$ cat src/hw/rtl/mfqs_pkg.sv
// mfqs_pkg: shared types and constants for the multilevel feedback queue set
// request codes, status codes, controller states and the command bundle
// no dependencies
`timescale 1ns / 1ps

package mfqs_pkg;

  localparam int NUM_PROCS = 64;
  localparam int PID_W     = 6;
  localparam int LVL_IN_W  = 2;
  localparam int TICK_W    = 32;
  localparam int REQ_W     = 3;
  localparam int ST_W      = 3;

  typedef enum logic [REQ_W-1:0] {
    REQ_ENQ  = 3'd0,
    REQ_DEQ  = 3'd1,
    REQ_REM  = 3'd2,
    REQ_DEM  = 3'd3,
    REQ_PRO  = 3'd4,
    REQ_REIN = 3'd5
  } req_t;

  typedef enum logic [ST_W-1:0] {
    ST_OK    = 3'd0,
    ST_FULL  = 3'd1,
    ST_EMPTY = 3'd2,
    ST_NOTQ  = 3'd3,
    ST_DUP   = 3'd4
  } status_t;

  typedef enum logic [1:0] {
    S_IDLE,
    S_LOOKUP,
    S_EXEC
  } state_t;

  typedef struct packed {
    logic load_req;
    logic load_lkp;
    logic commit;
  } cmd_t;

endpackage

$ cat src/hw/rtl/mfqs_ctrl.sv
// mfqs_ctrl: controller state machine sequencing capture, lookup and commit,
// and owning the result valid flag; depends on mfqs_pkg
`timescale 1ns / 1ps

module mfqs_ctrl (
  input  logic           clk,
  input  logic           rst_n,
  input  logic           in_valid,
  output logic           in_ready,
  output logic           out_valid,
  input  logic           out_ready,
  output mfqs_pkg::cmd_t cmd
);
  import mfqs_pkg::*;

  state_t state_r, state_nxt;
  logic   out_valid_r, out_valid_nxt;
  logic   slot_free;

  assign slot_free = !out_valid_r || out_ready;

  always_comb begin
    state_nxt = state_r;
    unique case (state_r)
      S_IDLE: begin
        if (in_valid) begin
          state_nxt = S_LOOKUP;
        end
      end
      S_LOOKUP: begin
        state_nxt = S_EXEC;
      end
      S_EXEC: begin
        if (slot_free) begin
          state_nxt = S_IDLE;
        end
      end
      default: begin
        state_nxt = S_IDLE;
      end
    endcase
  end

  always_comb begin
    in_ready     = 1'b0;
    cmd.load_req = 1'b0;
    cmd.load_lkp = 1'b0;
    cmd.commit   = 1'b0;
    unique case (state_r)
      S_IDLE: begin
        in_ready     = 1'b1;
        cmd.load_req = in_valid;
      end
      S_LOOKUP: begin
        cmd.load_lkp = 1'b1;
      end
      S_EXEC: begin
        cmd.commit = slot_free;
      end
      default: begin
      end
    endcase
  end

  always_comb begin
    out_valid_nxt = out_valid_r;
    if (out_valid_r && out_ready) begin
      out_valid_nxt = 1'b0;
    end
    if (cmd.commit) begin
      out_valid_nxt = 1'b1;
    end
  end

  always_ff @(posedge clk) begin
    if (!rst_n) begin
      state_r     <= S_IDLE;
      out_valid_r <= 1'b0;
    end else begin
      state_r     <= state_nxt;
      out_valid_r <= out_valid_nxt;
    end
  end

  assign out_valid = out_valid_r;

  assert property (@(posedge clk) disable iff (!rst_n)
    cmd.commit |-> (!out_valid_r || out_ready))
    else $error("mfqs_ctrl: commit overwrote a pending result");

  assert property (@(posedge clk) disable iff (!rst_n)
    (in_valid && in_ready) |=> (state_r == S_LOOKUP))
    else $error("mfqs_ctrl: accepted request did not start a lookup");

  assert property (@(posedge clk) disable iff (!rst_n)
    cmd.commit |=> out_valid_r)
    else $error("mfqs_ctrl: commit did not raise result valid");

endmodule

$ cat config.mk
export PLATFORM = sky130hd
export DESIGN_NAME = mfqs_ctrl
export DESIGN_NICKNAME = d
export VERILOG_FILES = /design/src/hw/rtl/mfqs_pkg.sv /design/src/hw/rtl/mfqs_ctrl.sv
export SDC_FILE = /design/constraint.sdc
export NUM_CORES = 1
export LEC_CHECK = 0
export BUFFER_PORTS_ARGS = -buffer_cell sky130_fd_sc_hd__clkbuf_2
export CAP_MARGIN = 20
export CELL_PAD_IN_SITES_DETAIL_PLACEMENT = 1
export CELL_PAD_IN_SITES_GLOBAL_PLACEMENT = 1
export CORE_AREA = 10 10 47 49
export CTS_BUF_LIST = sky130_fd_sc_hd__clkbuf_2 sky130_fd_sc_hd__clkbuf_4 sky130_fd_sc_hd__clkbuf_8
export CTS_CLUSTER_DIAMETER = 50
export DETAILED_ROUTE_END_ITERATION = 8
export DIE_AREA = 0 0 57 59
export MAX_ROUTING_LAYER = met4
export PLACE_DENSITY = 0.37
export SLEW_MARGIN = 40
export SYNTH_ARGS = -nofsm -noshare
export SYNTH_HDL_FRONTEND = slang
export SYNTH_SLANG_ARGS = --single-unit
$ cat constraint.sdc
create_clock -name clk -period 1.3 [get_ports clk]
set_input_delay 0.39 -clock clk [delete_from_list [all_inputs] [get_ports clk]]
set_output_delay 0.39 -clock clk [all_outputs]
set_load 0.05 [all_outputs]
==> results.toml <==
[pwr]
power.density_mw_per_mm2 = 1180
p_leak_nw = 0.143
irDropWorstVdd_uv = 322
pwr-share-seq = 0.261
p_switching_w = 0.000106
clkPwrFrac = 0.469
power.total_w = 0.000391
power_frac_comb = 0.270
switching_share = 0.270
p_int_w = 0.000285

[floorplan]
fp.dieW_um = 57
initial_core_util = 0.104
dieHeight_um = 59
row_count = 14
ios = 9
core_mm2 = 0.00140
die_area_mm2 = 0.00336

[layout]
n_fill_cell = 168
final_area_um2 = 330
syn_to_final_growth_pct = 126
seq_area_um2 = 66.3
fin_nets = 32
multi_input_area_um2 = 95.1
diodes = 0
final_cell_mix = "clkbuf_4 (4), clkbuf_2 (4), nand2b_1 (2), dfxtp_2 (2), buf_12 (2)"
drive_above_1_share = 0.778

[place]
place_ws_ns = -0.0764
gp_congestion = 0.702
placed_cell_area_um2 = 246
port_buffers = 8

[detailed_routing]
ant_nets = 0
vias = 142
drtIter0Drc = 1
postRouteWirelength_um = 480
wl_per_cell_um = 11.2
vias_per_cell = 3.30
first_pass_iters = 2
drc = 0

[synthesis]
synth_nets = 18
synthDistinctLibCells = 11
synth_seq_area_share = 0.410
ys.warnings.count = 0
ys_ff_latch = 3
synth_area_um2 = 146
syn_avg_cell_area_um2 = 10.5
postSynthCellCount = 14

[timing]
timing.hold.ws_ns = 0.390
rsz0062_at_grt = "true"
slew_violations = 0
setup_viol = 4
max_freq_ghz = 0.686
hold_viol_final = 0
fin_skew_ns = 0.00292
finalSetupTns_ns = -0.504
period_share = 1.12
slew_headroom = 0.815
worst_pin_slew_ns = 0.278
setup_slack_ns = -0.157
period_needed_ns = 1.46

[worst_setup_path]
crit_chain = "buf_6 -> nor3b_4 -> buf_12"
cp_max_fo = 4
crit_slowest_cell = "dfxtp_2"
cp_slowest_stage_delay_ns = 0.33
worstSetupEndpointType = "output pin"
critPathArrivalTime_ns = 1.07
cp-start-kind = "flip-flop"
critical_path_class = "reg -> out"
required_ns = 0.91

[status]
status = "complete, but fails checks"
violations = "negative setup slack"

[clock_network]
cts_buffers = 3
clock-sinks = 3
cts_root_buffer = "clkbuf_4"
h-tree-depth = 1
cts_buffer_depth = 2
clock_latency_ns = 0.23
clk_pin_slew_ns = 0.04
cts_tree = "done"

[flow_run]
maxCapViolCount = 0

[global_route]
track_usage = 0.0336
grt_pass1_wl_um = 786
grt_pass1_vias = 172
grt_overflow = 0
antenna_found_initial = 0
grt_max_degree = 6

[min_path]
hold_class = "in -> reg"
-- critical path: cells and delay by family (launching register included) --
family,cells,cell delay (ns)
DFF,1,0.33
buffers and inverters,2,0.29
and+or+nand+nor,1,0.22
-- synthesized netlist by cell type, drive strengths merged --
master,instances,area share
dfxtp,3,0.41
nor2,1,0.026
a21boi,1,0.051
nor2b,1,0.043
buf,1,0.051
and4bb,1,0.085
nor3b,1,0.085
and2,1,0.043
o21a,1,0.051
and2b,1,0.068
nand2b,2,0.085
-- power by group through the flow --
stage          Sequential [W]  Combinational (W)  Clock [W]
6_report             0.000102           0.000106   0.000183
3_5_place_dp         0.000104          0.0000858          0
5_1_grt              0.000103           0.000111   0.000197
3_3_place_gp         0.000103          0.0000852          0
2_1_floorplan        0.000107          0.0000495          0
4_1_cts              0.000102           0.000105   0.000196
-- flip-flops by register name (all words and copies together), names as in the netlist --
signal     cells
state_r        2
out_valid      1
-- path summary, 6_finish.rpt --
| kind | from | endpoint | slack (ns) | depth (start not counted) |
|---|---|---|---|---|
| hold reg to reg | out_valid | out_valid | 0.52 | 2 |
| hold / removal | rst_n | state_r[1] | 0.39 | 2 |
| setup / recovery | state_r[0] | cmd[2] | -0.16 | 3 |
| setup reg to reg | state_r[0] | state_r[0] | 0.42 | 3 |
-- timing repair --
item,in CTS,in global routing
setup endpoints to repair,4,4
pin swaps,1,1
resized for setup,11,1
buffers inserted,1,0
hold buffers,0,0
-- logic make-up after synthesis --
| kind of cell | after synthesis | share of synthesized area |
|---|---|---|
| buffers and inverters | 1 | 0.0513 |
| AND/OR/NAND/NOR | 8 | 0.436 |
| AO/OA/AOI/OAI | 2 | 0.103 |
| flip-flops | 3 | 0.410 |
-- per-layer routing --
layer	part of all wire	GRT usage
met1	0.32	0.0259
met2	0.60	0.0496
met3	0.056	0.0150
met4	0.019	0.0503
met5	0	-
-- stage by stage --
stage,std cells,util
after floorplan,14,-
after global placement,38,0.176
after detailed placement,38,0.176
after CTS,43,0.235
after global routing,43,0.236
final,43,0.236
-- final cells by class --
cell class,instances,area share
Timing Repair Buffer,10,0.360
Multi-Input combinational cell,10,0.288
Sequential cell,3,0.201
Clock buffer,4,0.0909
Tap cell,16,0.0606
Note: power is estimated with default switching activity, not from simulation.
